`src/sv/ffc_pkg.sv`:
```
// Shared types, constants and helper functions of the floating-point format converter.
// Used by every module in this folder; depends on nothing else.
package ffc_pkg;

    // Internal significand width and the widths that follow from it.
    localparam int WORD_BITS = 64;
    localparam int SHW       = $clog2(WORD_BITS + 1);
    localparam int LZW       = $clog2(WORD_BITS);

    // Configuration register widths.
    localparam int ESZ_W     = 4;
    localparam int FSZ_W     = 6;
    localparam int BIAS_W    = 14;
    localparam int CFG_IDX_W = 3;
    localparam int CFG_DAT_W = BIAS_W;

    // Widest exponent code and the signed working exponent.
    localparam int CODE_W = (1 << ESZ_W) - 1;
    localparam int EXPW   = 18;

    // Register stages from an accepted item to its result strobe.
    localparam int LATENCY = 6;

    localparam logic [WORD_BITS-1:0] SIG_TOP = {1'b1, {(WORD_BITS-1){1'b0}}};

    // Configuration register indexes.
    localparam logic [CFG_IDX_W-1:0] REG_IN_EXP_SIZE   = 3'd0;
    localparam logic [CFG_IDX_W-1:0] REG_IN_FRAC_SIZE  = 3'd1;
    localparam logic [CFG_IDX_W-1:0] REG_IN_BIAS       = 3'd2;
    localparam logic [CFG_IDX_W-1:0] REG_OUT_EXP_SIZE  = 3'd3;
    localparam logic [CFG_IDX_W-1:0] REG_OUT_FRAC_SIZE = 3'd4;
    localparam logic [CFG_IDX_W-1:0] REG_OUT_BIAS      = 3'd5;
    localparam logic [CFG_IDX_W-1:0] REG_IMPLIED       = 3'd6;

    // Class of the value carried by an item.
    typedef enum logic [1:0] {
        K_NUM  = 2'd0,
        K_SUB  = 2'd1,
        K_ZERO = 2'd2,
        K_SPEC = 2'd3
    } t_kind;

    typedef struct packed {
        logic [ESZ_W-1:0]  in_exp_size;
        logic [FSZ_W-1:0]  in_frac_size;
        logic [BIAS_W-1:0] in_bias;
        logic [ESZ_W-1:0]  out_exp_size;
        logic [FSZ_W-1:0]  out_frac_size;
        logic [BIAS_W-1:0] out_bias;
        logic              implied;
    } t_cfg;

    localparam t_cfg CFG_RESET = '{
        ESZ_W'(8), FSZ_W'(23), BIAS_W'(127),
        ESZ_W'(11), FSZ_W'(52), BIAS_W'(1023), 1'b1
    };

    // One item as it travels between pipeline stages.
    typedef struct packed {
        logic                   vld;
        logic                   sgn;
        t_kind                  kind;
        logic                   nan;
        logic [WORD_BITS-1:0]   sig;
        logic signed [EXPW-1:0] e;
        logic [SHW-1:0]         lb;
        logic                   sub;
    } t_item;

    // Mask of the n lowest bits; n of WORD_BITS or more gives all ones.
    function automatic logic [WORD_BITS-1:0] low_mask(input logic [SHW-1:0] n);
        logic [WORD_BITS-1:0] m;
        for (int i = 0; i < WORD_BITS; i++) begin
            m[i] = (SHW'(i) < n);
        end
        return m;
    endfunction

endpackage

```
`src/sv/ffc_unpack.sv`:
```
// First pipeline stage: splits the input encoding into sign, exponent and significand.
// Depends on ffc_pkg.
module ffc_unpack import ffc_pkg::*; (
    input  logic                 i_clk,
    input  logic                 i_rst_n,
    input  t_cfg                 i_cfg,
    input  logic                 i_vld,
    input  logic [WORD_BITS-1:0] i_bits,
    output t_item                o_item
);

    logic [WORD_BITS-1:0] fmask;
    logic [WORD_BITS-1:0] frac;
    logic [WORD_BITS-1:0] shifted;
    logic [WORD_BITS-1:0] sig_al;
    logic [CODE_W-1:0]    emask;
    logic [CODE_W-1:0]    ecode;
    logic [CODE_W-1:0]    ebase;
    logic [SHW-1:0]       spos;
    t_item                n_item;
    t_item                r_item;

    always_comb begin
        fmask   = low_mask(SHW'(i_cfg.in_frac_size));
        emask   = CODE_W'(low_mask(SHW'(i_cfg.in_exp_size)));
        frac    = i_bits & fmask;
        shifted = i_bits >> i_cfg.in_frac_size;
        ecode   = shifted[CODE_W-1:0] & emask;
        spos    = SHW'(i_cfg.in_frac_size) + SHW'(i_cfg.in_exp_size);
        // Top-align the fraction; an empty fraction shifts out completely.
        sig_al  = frac << (SHW'(WORD_BITS) - SHW'(i_cfg.in_frac_size));
        ebase   = '0;

        n_item     = '0;
        n_item.vld = i_vld;
        n_item.nan = |frac;
        n_item.sgn = (spos < SHW'(WORD_BITS)) ? i_bits[spos[LZW-1:0]] : 1'b0;
        n_item.sig = sig_al;

        if (ecode == emask) begin
            n_item.kind = K_SPEC;
        end else if (ecode == '0) begin
            n_item.kind = (frac == '0) ? K_ZERO : K_SUB;
        end else begin
            n_item.kind = K_NUM;
            ebase       = ecode;
            if (i_cfg.implied) begin
                n_item.sig = {1'b1, sig_al[WORD_BITS-1:1]};
            end
        end

        // Rebias now; subnormals subtract their leading-zero count later.
        n_item.e = EXPW'(ebase) + EXPW'(i_cfg.out_bias) - EXPW'(i_cfg.in_bias);
    end

    always_ff @(posedge i_clk) begin
        if (!i_rst_n) begin
            r_item.vld <= 1'b0;
        end else begin
            r_item <= n_item;
        end
    end

    assign o_item = r_item;

endmodule

```
`src/sv/ffc_normalize.sv`:
```
// Second and third pipeline stages: leading-zero count, then normalization of subnormal
// inputs and placement of the rounding point. Depends on ffc_pkg.
module ffc_normalize import ffc_pkg::*; (
    input  logic  i_clk,
    input  logic  i_rst_n,
    input  t_cfg  i_cfg,
    input  t_item i_item,
    output t_item o_item
);

    logic [LZW-1:0]         lz;
    logic [LZW-1:0]         r_lz;
    t_item                  r_s2;
    logic signed [EXPW-1:0] e_n;
    logic signed [EXPW-1:0] fo_s;
    logic signed [EXPW-1:0] lb_s;
    logic                   tiny;
    logic                   sub;
    t_item                  n_s3;
    t_item                  r_s3;

    // Leading-zero count: the highest set bit wins.
    always_comb begin
        lz = '0;
        for (int i = 0; i < WORD_BITS; i++) begin
            if (i_item.sig[i]) begin
                lz = LZW'(WORD_BITS - 1 - i);
            end
        end
        if (i_item.kind != K_SUB) begin
            lz = '0;
        end
    end

    always_ff @(posedge i_clk) begin
        if (!i_rst_n) begin
            r_s2.vld <= 1'b0;
        end else begin
            r_s2 <= i_item;
            r_lz <= lz;
        end
    end

    always_comb begin
        e_n  = r_s2.e - EXPW'(r_lz);
        fo_s = EXPW'(i_cfg.out_frac_size);
        tiny = (e_n + fo_s) < 0;
        sub  = e_n < 1;
        if (sub) begin
            lb_s = EXPW'(WORD_BITS) - fo_s - e_n;
        end else begin
            lb_s = EXPW'(WORD_BITS - 1) - fo_s;
        end

        n_s3     = r_s2;
        n_s3.sig = r_s2.sig << r_lz;
        n_s3.e   = e_n;
        n_s3.lb  = '0;
        n_s3.sub = 1'b0;
        if (r_s2.kind == K_NUM || r_s2.kind == K_SUB) begin
            if (tiny) begin
                // Below half the smallest subnormal: flushes to signed zero.
                n_s3.kind = K_ZERO;
            end else begin
                n_s3.sub = sub;
                n_s3.lb  = lb_s[SHW-1:0];
            end
        end
    end

    always_ff @(posedge i_clk) begin
        if (!i_rst_n) begin
            r_s3.vld <= 1'b0;
        end else begin
            r_s3 <= n_s3;
        end
    end

    assign o_item = r_s3;

    a_sub_normalized: assert property (@(posedge i_clk) disable iff (!i_rst_n)
        (r_s3.vld && r_s3.kind == K_SUB) |-> r_s3.sig[WORD_BITS-1])
        else $error("subnormal input left unnormalized");

endmodule

```
`src/sv/ffc_round.sv`:
```
// Fourth pipeline stage: round to nearest, ties to even, at the prepared rounding point.
// Depends on ffc_pkg.
module ffc_round import ffc_pkg::*; (
    input  logic  i_clk,
    input  logic  i_rst_n,
    input  t_item i_item,
    output t_item o_item
);

    logic [LZW-1:0]       mi;
    logic                 guard;
    logic                 sticky;
    logic                 lowb;
    logic                 rnd;
    logic [WORD_BITS-1:0] mid;
    logic [WORD_BITS:0]   sum;
    t_item                n_item;
    t_item                r_item;

    always_comb begin
        mi     = LZW'(i_item.lb - SHW'(1));
        guard  = i_item.sig[mi];
        sticky = |(i_item.sig & low_mask(SHW'(mi)));
        lowb   = (i_item.lb < SHW'(WORD_BITS)) ? i_item.sig[i_item.lb[LZW-1:0]] : 1'b0;
        rnd    = (i_item.kind == K_NUM || i_item.kind == K_SUB) && (i_item.lb != '0)
                 && guard && (sticky || lowb);
        mid    = WORD_BITS'(1) << mi;
        sum    = {1'b0, i_item.sig} + {1'b0, mid};

        n_item = i_item;
        if (rnd) begin
            if (sum[WORD_BITS]) begin
                // Carry out of the word: the value becomes the next power of two.
                n_item.sig = SIG_TOP;
                n_item.e   = i_item.e + EXPW'(1);
                n_item.lb  = i_item.lb - SHW'(1);
                n_item.sub = i_item.sub && (i_item.e != '0);
            end else begin
                n_item.sig = sum[WORD_BITS-1:0];
            end
        end
    end

    always_ff @(posedge i_clk) begin
        if (!i_rst_n) begin
            r_item.vld <= 1'b0;
        end else begin
            r_item <= n_item;
        end
    end

    assign o_item = r_item;

    a_sub_shift_nonzero: assert property (@(posedge i_clk) disable iff (!i_rst_n)
        (r_item.vld && r_item.sub && (r_item.kind == K_NUM || r_item.kind == K_SUB))
        |-> (r_item.lb != '0))
        else $error("subnormal result with an empty fraction shift");

endmodule

```
`src/sv/ffc_pack.sv`:
```
// Fifth and sixth pipeline stages: choose the output exponent code and fraction, then
// assemble the output encoding. Depends on ffc_pkg.
module ffc_pack import ffc_pkg::*; (
    input  logic                 i_clk,
    input  logic                 i_rst_n,
    input  t_cfg                 i_cfg,
    input  t_item                i_item,
    output logic                 o_vld,
    output logic [WORD_BITS-1:0] o_bits
);

    logic [CODE_W-1:0]    maxout;
    logic [SHW-1:0]       sh_norm;
    logic [SHW-1:0]       sh;
    logic [CODE_W-1:0]    ec;
    logic [WORD_BITS-1:0] val;
    logic                 r_s5_vld;
    logic                 r_s5_sgn;
    logic [CODE_W-1:0]    r_s5_ec;
    logic [WORD_BITS-1:0] r_s5_f;
    logic [WORD_BITS-1:0] n_bits;
    logic                 r_vld;
    logic [WORD_BITS-1:0] r_bits;

    always_comb begin
        maxout  = CODE_W'(low_mask(SHW'(i_cfg.out_exp_size)));
        sh_norm = SHW'(WORD_BITS) - SHW'(i_cfg.out_frac_size);
        sh      = sh_norm;
        ec      = '0;
        val     = '0;
        case (i_item.kind)
            K_SPEC: begin
                ec  = maxout;
                val = i_item.nan ? SIG_TOP : '0;
            end
            K_ZERO: begin
                ec  = '0;
                val = '0;
            end
            default: begin
                if (i_item.sub) begin
                    sh  = i_item.lb;
                    val = i_item.sig;
                end else if (i_item.e >= $signed(EXPW'(maxout))) begin
                    ec  = maxout;
                end else begin
                    ec  = i_item.e[CODE_W-1:0];
                    val = i_cfg.implied ? (i_item.sig << 1) : i_item.sig;
                end
            end
        endcase
    end

    always_ff @(posedge i_clk) begin
        if (!i_rst_n) begin
            r_s5_vld <= 1'b0;
        end else begin
            r_s5_vld <= i_item.vld;
            r_s5_sgn <= i_item.sgn;
            r_s5_ec  <= ec;
            r_s5_f   <= val >> sh;
        end
    end

    // Fields that land above the word are dropped by the shifts.
    always_comb begin
        n_bits = r_s5_f | (WORD_BITS'(r_s5_ec) << i_cfg.out_frac_size);
        if (r_s5_sgn) begin
            n_bits = n_bits | (WORD_BITS'(1) << (SHW'(i_cfg.out_frac_size)
                                               + SHW'(i_cfg.out_exp_size)));
        end
    end

    always_ff @(posedge i_clk) begin
        if (!i_rst_n) begin
            r_vld <= 1'b0;
        end else begin
            r_vld  <= r_s5_vld;
            r_bits <= n_bits;
        end
    end

    assign o_vld  = r_vld;
    assign o_bits = r_bits;

endmodule

```
`src/sv/float_format_converter_unit.sv`:
```
// Top level of the floating-point format converter: configuration registers and the
// six-stage conversion pipeline. Depends on ffc_pkg, ffc_unpack, ffc_normalize,
// ffc_round and ffc_pack.
//
//   Channel   Handshake                    Payload
//   -------   --------------------------   ----------------------------------
//   input     start, busy                  i_in_bits (64)
//   result    o_done (one-cycle strobe)    o_out_bits (64)
//   config    i_cfg_valid, o_cfg_ready     i_cfg_index (3), i_cfg_data (14)
//
// Every item passes through the six register stages (unpack, leading-zero count,
// normalize, round, select, assemble) between the edge that accepts it and the edge
// that takes its result. A new item is accepted in every cycle, so busy stays low.
// The result side cannot stall and the pipeline never holds an item.
// Reset is synchronous and active low; it clears the stage valid bits and loads the
// single-to-double register defaults. Configuration writes are taken in any cycle.
module float_format_converter_unit import ffc_pkg::*; (
    input  logic                 i_clk,
    input  logic                 i_rst_n,
    input  logic                 start,
    output logic                 busy,
    input  logic [WORD_BITS-1:0] i_in_bits,
    output logic                 o_done,
    output logic [WORD_BITS-1:0] o_out_bits,
    input  logic                 i_cfg_valid,
    output logic                 o_cfg_ready,
    input  logic [CFG_IDX_W-1:0] i_cfg_index,
    input  logic [CFG_DAT_W-1:0] i_cfg_data
);

    t_cfg  r_cfg;
    t_item s1_item;
    t_item s3_item;
    t_item s4_item;
    logic  accept;

    assign busy        = 1'b0;
    assign o_cfg_ready = 1'b1;
    assign accept      = start && !busy;

    // Configuration registers. Each write keeps the low bits that fit the register;
    // an index past the last register is ignored.
    always_ff @(posedge i_clk) begin
        if (!i_rst_n) begin
            r_cfg <= CFG_RESET;
        end else if (i_cfg_valid && o_cfg_ready) begin
            case (i_cfg_index)
                REG_IN_EXP_SIZE:   r_cfg.in_exp_size   <= i_cfg_data[ESZ_W-1:0];
                REG_IN_FRAC_SIZE:  r_cfg.in_frac_size  <= i_cfg_data[FSZ_W-1:0];
                REG_IN_BIAS:       r_cfg.in_bias       <= i_cfg_data[BIAS_W-1:0];
                REG_OUT_EXP_SIZE:  r_cfg.out_exp_size  <= i_cfg_data[ESZ_W-1:0];
                REG_OUT_FRAC_SIZE: r_cfg.out_frac_size <= i_cfg_data[FSZ_W-1:0];
                REG_OUT_BIAS:      r_cfg.out_bias      <= i_cfg_data[BIAS_W-1:0];
                REG_IMPLIED:       r_cfg.implied       <= i_cfg_data[0];
                default: begin
                end
            endcase
        end
    end

    // Stage 1: field extraction, classification and rebiasing.
    ffc_unpack u_unpack (
        .i_clk   (i_clk),
        .i_rst_n (i_rst_n),
        .i_cfg   (r_cfg),
        .i_vld   (accept),
        .i_bits  (i_in_bits),
        .o_item  (s1_item)
    );

    // Stages 2 and 3: subnormal normalization and the rounding position.
    ffc_normalize u_normalize (
        .i_clk   (i_clk),
        .i_rst_n (i_rst_n),
        .i_cfg   (r_cfg),
        .i_item  (s1_item),
        .o_item  (s3_item)
    );

    // Stage 4: round to nearest even, with carry into the exponent.
    ffc_round u_round (
        .i_clk   (i_clk),
        .i_rst_n (i_rst_n),
        .i_item  (s3_item),
        .o_item  (s4_item)
    );

    // Stages 5 and 6: overflow to infinity, subnormal shift and final packing.
    ffc_pack u_pack (
        .i_clk   (i_clk),
        .i_rst_n (i_rst_n),
        .i_cfg   (r_cfg),
        .i_item  (s4_item),
        .o_vld   (o_done),
        .o_bits  (o_out_bits)
    );

    a_accept_gives_result: assert property (@(posedge i_clk) disable iff (!i_rst_n)
        accept |-> ##LATENCY o_done)
        else $error("accepted item produced no result");

    a_result_has_item: assert property (@(posedge i_clk) disable iff (!i_rst_n)
        o_done |-> $past(accept, LATENCY))
        else $error("result strobe without an accepted item");

endmodule

```
`config.mk`:
```
export PLATFORM = sky130hd
export DESIGN_NAME = float_format_converter_unit
export DESIGN_NICKNAME = d
export VERILOG_FILES = /design/src/sv/ffc_pkg.sv /design/src/sv/ffc_unpack.sv /design/src/sv/ffc_normalize.sv /design/src/sv/ffc_round.sv /design/src/sv/ffc_pack.sv /design/src/sv/float_format_converter_unit.sv
export SDC_FILE = /design/constraint.sdc
export NUM_CORES = 2
export LEC_CHECK = 0
export BUFFER_PORTS_ARGS = -buffer_cell sky130_fd_sc_hd__buf_4
export CORE_ASPECT_RATIO = 0.6
export CORE_MARGIN = 3
export CORE_UTILIZATION = 30
export DETAILED_ROUTE_END_ITERATION = 10
export SLEW_MARGIN = 15
export SYNTH_ARGS = -nofsm -noshare
export SYNTH_HDL_FRONTEND = slang
export SYNTH_SLANG_ARGS = --single-unit
```
`constraint.sdc`:
```
create_clock -name i_clk -period 9.2 [get_ports i_clk]
set_input_delay 0.46 -clock i_clk [delete_from_list [all_inputs] [get_ports i_clk]]
set_output_delay 0.46 -clock i_clk [all_outputs]
set_load 0.01 [all_outputs]
```
## Word-level counts from Yosys, hierarchy flattened

Index checks and enable logic that the tools add are counted.

| word-level totals | value |
|---|---|
| input port bits | 85 |
| memories kept | 0 |
| output and inout bits | 67 |
| bits in latches | 0 |
| memory bits (writable) | 0 |
| ROM bits | 0 |
| bits in registers | 565 |
| word-level logic and storage cells | 375 |

| operators by class | value |
|---|---|
| eq/ne operators | 12 |
| div/mod/pow operators | 0 |
| reductions and logical operators | 31 |
| bitwise logic cells | 6 |
| $add $sub $neg | 14 |
| order comparisons | 164 |
| multiplexer cells | 94 |
| multiply operators | 0 |
| shift operators | 7 |

Operators by type and width:

| kind | number |
|---|---|
| 64-bit 2-to-1 mux | 9 |
| 6-bit < comparator, first input constant | 62 |
| 5-bit by 6-bit < comparator with 1-bit output, first input constant | 32 |
| 6-bit 2-to-1 mux | 32 |
| 64-bit by 63-bit AND with 64-bit output | 2 |
| 64-bit bitwise OR | 2 |
| 64-bit one-hot mux with 2 select lines | 1 |
| 64-bit OR reduction | 2 |
| 4-bit by 6-bit < comparator with 1-bit output, first input constant | 16 |
| 90-bit 2-to-1 mux | 1 |
| 5-bit 2-to-1 mux | 16 |
| 64-bit by 64-bit adder with 65-bit output | 1 |
| 64-bit zero test | 1 |
| 1-bit by 6-bit left shift with 64-bit output, first input constant | 1 |
| 1-bit by 7-bit left shift with 64-bit output, first input constant | 1 |
| 15-bit by 6-bit left shift with 64-bit output | 1 |
| 64-bit by 6-bit left shift with 64-bit output | 1 |
| 64-bit by 7-bit left shift with 64-bit output | 1 |
| 64-bit by 6-bit right shift with 15-bit output | 1 |
| 64-bit by 7-bit right shift with 64-bit output | 1 |
| 15-bit 2-to-1 mux | 4 |
| 4-bit < comparator, first input constant | 14 |
| 3-bit by 6-bit < comparator with 1-bit output, first input constant | 8 |
| 33-bit OR reduction | 1 |
| 50 further kinds | 117 |

## Logic depth before layout (Yosys ltp)

| logic depth | value |
|---|---|
| word-level depth | 63 |
| depth in mapped cells | 33 |
| gate-level depth less buffers | 28 |

## Modules after synthesis

From an unflattened synthesis, not the netlist that was laid out.

| unflattened totals | value |
|---|---|
| cells, all modules | 5553 |
| area, all modules | 51411.8 sq um |

Modules (own cells, without submodules):

| module | cells each | times used | area each (sq um) | seq. area each (sq um) |
|---|---|---|---|---|
| ffc_unpack | 1614 | 1 | 14596.5 | 2572.5 |
| ffc_pack | 1415 | 1 | 12569.6 | 4364.2 |
| ffc_normalize | 1050 | 1 | 11467.2 | 5625.4 |
| ffc_round | 1275 | 1 | 10706.5 | 2842.7 |
| float_format_converter_unit | 199 | 1 | 2072.0 | 980.9 |

## Worst setup path before layout

No wires, ideal clock.

| timing | value |
|---|---|
| kind | reg2reg |
| start | register r_cfg[40] (netlist bit) |
| end | register u_unpack.r_item, in the netlist u_unpack.o_item[23], data pin |
| period minus slack after synthesis | 6.336 ns |
| data required time | 8.940 ns |
| cell stages (with the launch flop) | 31 |
| library setup time | 0.260 ns |
| slack | 2.864 ns |
| data arrival time | 6.076 ns |
| cells stage by stage | dfxtp_1 -> buf_6 -> buf_6 -> buf_8 -> buf_6 -> buf_6 -> mux4_2 -> a22oi_1 -> nand4_1 -> mux2_4 -> o21bai_4 -> a2111oi_4 -> nand3_2 -> nand2_1 -> a211oi_1 -> ha_1 -> a21o_1 -> a21oi_1 -> o21bai_1 -> a31oi_1 -> nor2b_1 -> o31a_1 -> o41ai_1 -> o21a_1 -> xnor2_1 -> ha_1 -> and3_1 -> a211o_1 -> o21ai_0 -> o21ai_0 -> mux2_2 |

RTL lines:

| what | RTL line | RTL |
|---|---|---|
| from (decl) | float_format_converter_unit.sv:31 | `t_cfg r_cfg;` |
| to (signal assigned) | ffc_unpack.sv:60 | `r_item <= n_item;` |
| to (decl) | ffc_unpack.sv:21 | `t_item r_item;` |

==> reports/results.tsv <==
metric	value	unit
outcome	finished with violations	
failing checks	DRC	
final clock skew	0.0805	ns
die width	522	um
EDFF count, synth	510	
top layer reached by signal wires	met5	
Global Route Usage Sum	21.8	%
post-synth top area share	31.9	%
routed length on met1	91.9	mm
Area Growth Syn to Fin	10.5	%
final hold vios	0	
largest net degree at the start of global routing	184	
Async SR Flop Fraction	0	%
Slowest-stage cell, CP	dfxtp_4	
Main synth FF type	edfxtp_1	
layout cells sized above 1	13.0	%
WS Path Type	register to register	
Reg2Reg Depth	26	
fmax	0.118	GHz
vias in the first global route	39686	
DRC violations left	21	
Final min period	8.48	ns
fin crit share	92.2	%
RePlAce Congestion	1.03	
Initial Util	30.5	%
initial antenna violation count	5	
Crit Path Max Fanout	60	
Post-Route WL	188	mm
CTS Buffer Depth	3	
DRT Pass-1 Iters	11	
IO Port Bufs	149	
CP required	9.58	ns
Fin Setup TNS	0	ns
Yosys top cell by area	edfxtp_1	
delay-heaviest family, CP	compound AO/OA/AOI/OAI gates	
final number of setup-violating endpoints	0	
number of DRC markers in iteration 0	7261	
Vias/cell	6.03	
post-CTS setup buffers	0	
Worst-Skew Late Latency	0.68	ns
Yosys reg bits	565	
CP Capture Type	register	
total grt overflow	0	
CTS Buf Count	52	
Post-Syn Nets	5401	
Final Power	8470	uW
Avg Inst Size Synth	9.30	um^2
worst vdd ir	0.000183	V
Die ar.	165000	um^2
unrepaired setup endpoints after global routing	false	
pre-CTS setup slack	1.07	ns
synthesized cell area	48000	um^2
synth unique cells	107	
Final nets	5360	
Root Buffer Master	clkbuf_16	
worst hold path type	input pin to register	
Worst-path clk slew	0.10	ns
htree depth	2	
Hold Startpoint	i_cfg_data[9]	
cell row count	112	
Detail Placement HPWL	146	mm
most used cell, CP	o21ai_0	
Arrival @ worst endpoint	8.87	ns
wire length of the first global-routing pass	273	mm
core area	157000	um^2
Reg2Reg Setup Slack	0.72	ns
Crit Reg-Reg Startpoint	r_cfg[40]	
CTS tree	built	
CP Buf/Inv Count	0	
FF-to-FF End	u_unpack.o_item[23]	
Worst Hold End	r_cfg[10]	
clock sinks	565	
leakage	0.0204	uW
power density cells	160	nW/um^2
met3 wire length	26.6	mm
Max-Slew Margin vs Limit	18.8	%
Max Cap Violations	0	
DIE HEIGHT	316	um
post-route ant nets	0	
final worst setup slack	0.718	ns
Ports	152	
routed wl met2	66.5	mm
hold depth	3	
Vias	43866	
synth top area cells	edfxtp_1 (32%), mux2i_1 (8.5%), mux4_2 (7.7%)	
Ys Warns	0	
Final Max Slew Viols	0	
crit-path max cell delay	0.94	ns
Seq/Total Area, Yosys	34.2	%
routed length per instance	25.8	um
Worst-Margin Slew	1.21	ns
Syn Inst Count	5161	
startpoint types	register	
## area by class of cell
class	instances	area [um^2]
clock buffer	59	1330
tap	2109	2640
sequential	565	16400
clock inverter	38	514
antenna	4	10.0
fill	16035	104000
timing repair buffer	265	2080
multi-input combinational	4099	29500
inverter	137	514
## synthesized netlist by cell type, drive strengths merged (11+ instances only)
cell and number:
clkbuf 200, mux2i 405, nand2 654, edfxtp 510
or3 13, nor2 510, xnor2 96, nor3 92
nand2b 31, buf 160, xor2 50, o21ai 308
o22ai 84, a21o 55, a221o 46, nor3b 11
nand4 37, or4 11, a21boi 26, inv 131
and3 29, o21a 33, a22o 33, o221ai 18
o21bai 29, a211o 11, a32oi 11, mux4 164
a31oi 53, dfxtp 55, nor2b 67, a222oi 65
a221oi 18, o211ai 50, a21oi 318, or2 17
nor4 29, a22oi 48, a211oi 45, nand3 108
mux2 94, and2 88, ha 148, o31ai 77
## flip-flops by register name, indices dropped and copies added (netlist names)
name	count
r_cfg	49
u_normalize.r_s2	84
u_normalize.n_s3	3
u_unpack.o_item	87
u_pack.o_bits	64
u_pack.o_vld	1
u_round.o_item	95
u_pack.r_s5_sgn	1
u_pack.r_s5_f	64
u_normalize.r_lz	6
u_normalize.o_item	95
u_pack.r_s5_ec	15
u_pack.r_s5_vld	1
## worst min-delay path: stages
cell,delay [ns]
buf_4,0.09
nand2_1,0.04
nand3_1,0.07
## what timing repair did
| action | 4_1_cts | 5_1_grt |
|---|---|---|
| resized for setup | 0 | 0 |
| hold endpoints to repair | 2 | 0 |
| hold buffers | 2 | 0 |
## cell usage in the layout (no fill, tap or decap), drive strengths merged, types with 17 or more instances in the layout
cell type	synthesis	routed
nand3	108	108
edfxtp	510	510
nor3	92	92
a21o	55	55
o22ai	84	84
nor2b	67	67
mux4	164	164
or2	17	17
o21a	33	33
a21boi	26	26
clkbuf	200	60
a222oi	65	65
o21ai	308	308
a21oi	318	318
a22o	33	33
clkinv	6	25
nand2b	31	31
mux2	94	94
o31ai	77	77
o221ai	18	18
ha	148	148
xor2	50	50
and2	88	88
a22oi	48	48
a211oi	45	45
and3	29	29
mux2i	405	405
nand4	37	37
a221oi	18	18
xnor2	96	96
dfxtp	55	55
a31oi	53	53
o211ai	50	50
o21bai	29	29
buf	160	262
nor2	510	510
nor4	29	29
inv	131	136
nand2	654	654
a221o	46	46
## metal layers
layer / vias to the layer above / track usage [%]
li1: 19573 / -
met1: 21435 / 35.6
met2: 2646 / 26.1
met3: 204 / 8.35
met4: 8 / 3.08
met5: - / 0
## logic make-up after synthesis
kind of cell / synth area share, %
adder cells (fa/ha/maj): 4.15
multiplexers: 18.4
other: 0.0157
AO/OA/AOI/OAI: 19.9
flip-flops: 34.2
buffers and inverters: 4.55
XOR/XNOR: 2.68
AND/OR/NAND/NOR: 16.1
## stage by stage
stage	instances	hold WS, ns	instance area (um^2)	utilization (%)
floorplan	5161	0.400	48000	-
detailed placement	7171	0.405	51100	32.5
finish	7276	0.0490	53000	33.7
CTS	7270	0.00602	52900	33.7
global route	7272	0.0308	53000	33.7
global placement	7171	0.404	51100	32.5
## how the worst max path moves through the flow
stage	depth (start not counted)	startpoint	endpoint	slack (ns)
after floorplan	30	r_cfg[40]	u_unpack.o_item[23]	2.86
after global placement	28	r_cfg[40]	u_unpack.o_item[23]	1.07
after detailed placement	27	r_cfg[40]	u_unpack.o_item[23]	1.07
after CTS	27	r_cfg[40]	u_unpack.o_item[23]	1.01
after global routing	26	r_cfg[40]	u_unpack.o_item[22]	0.33
final	26	r_cfg[40]	u_unpack.o_item[23]	0.72
## power by group
| group | internal, uW | switching [uW] | leakage [uW] |
|---|---|---|---|
| Combinational | 957 | 1680 | 0.0140 |
| Clock | 1340 | 1060 | 0.000895 |
| Sequential | 3180 | 254 | 0.00554 |
Power figures use the tool's default switching activity.
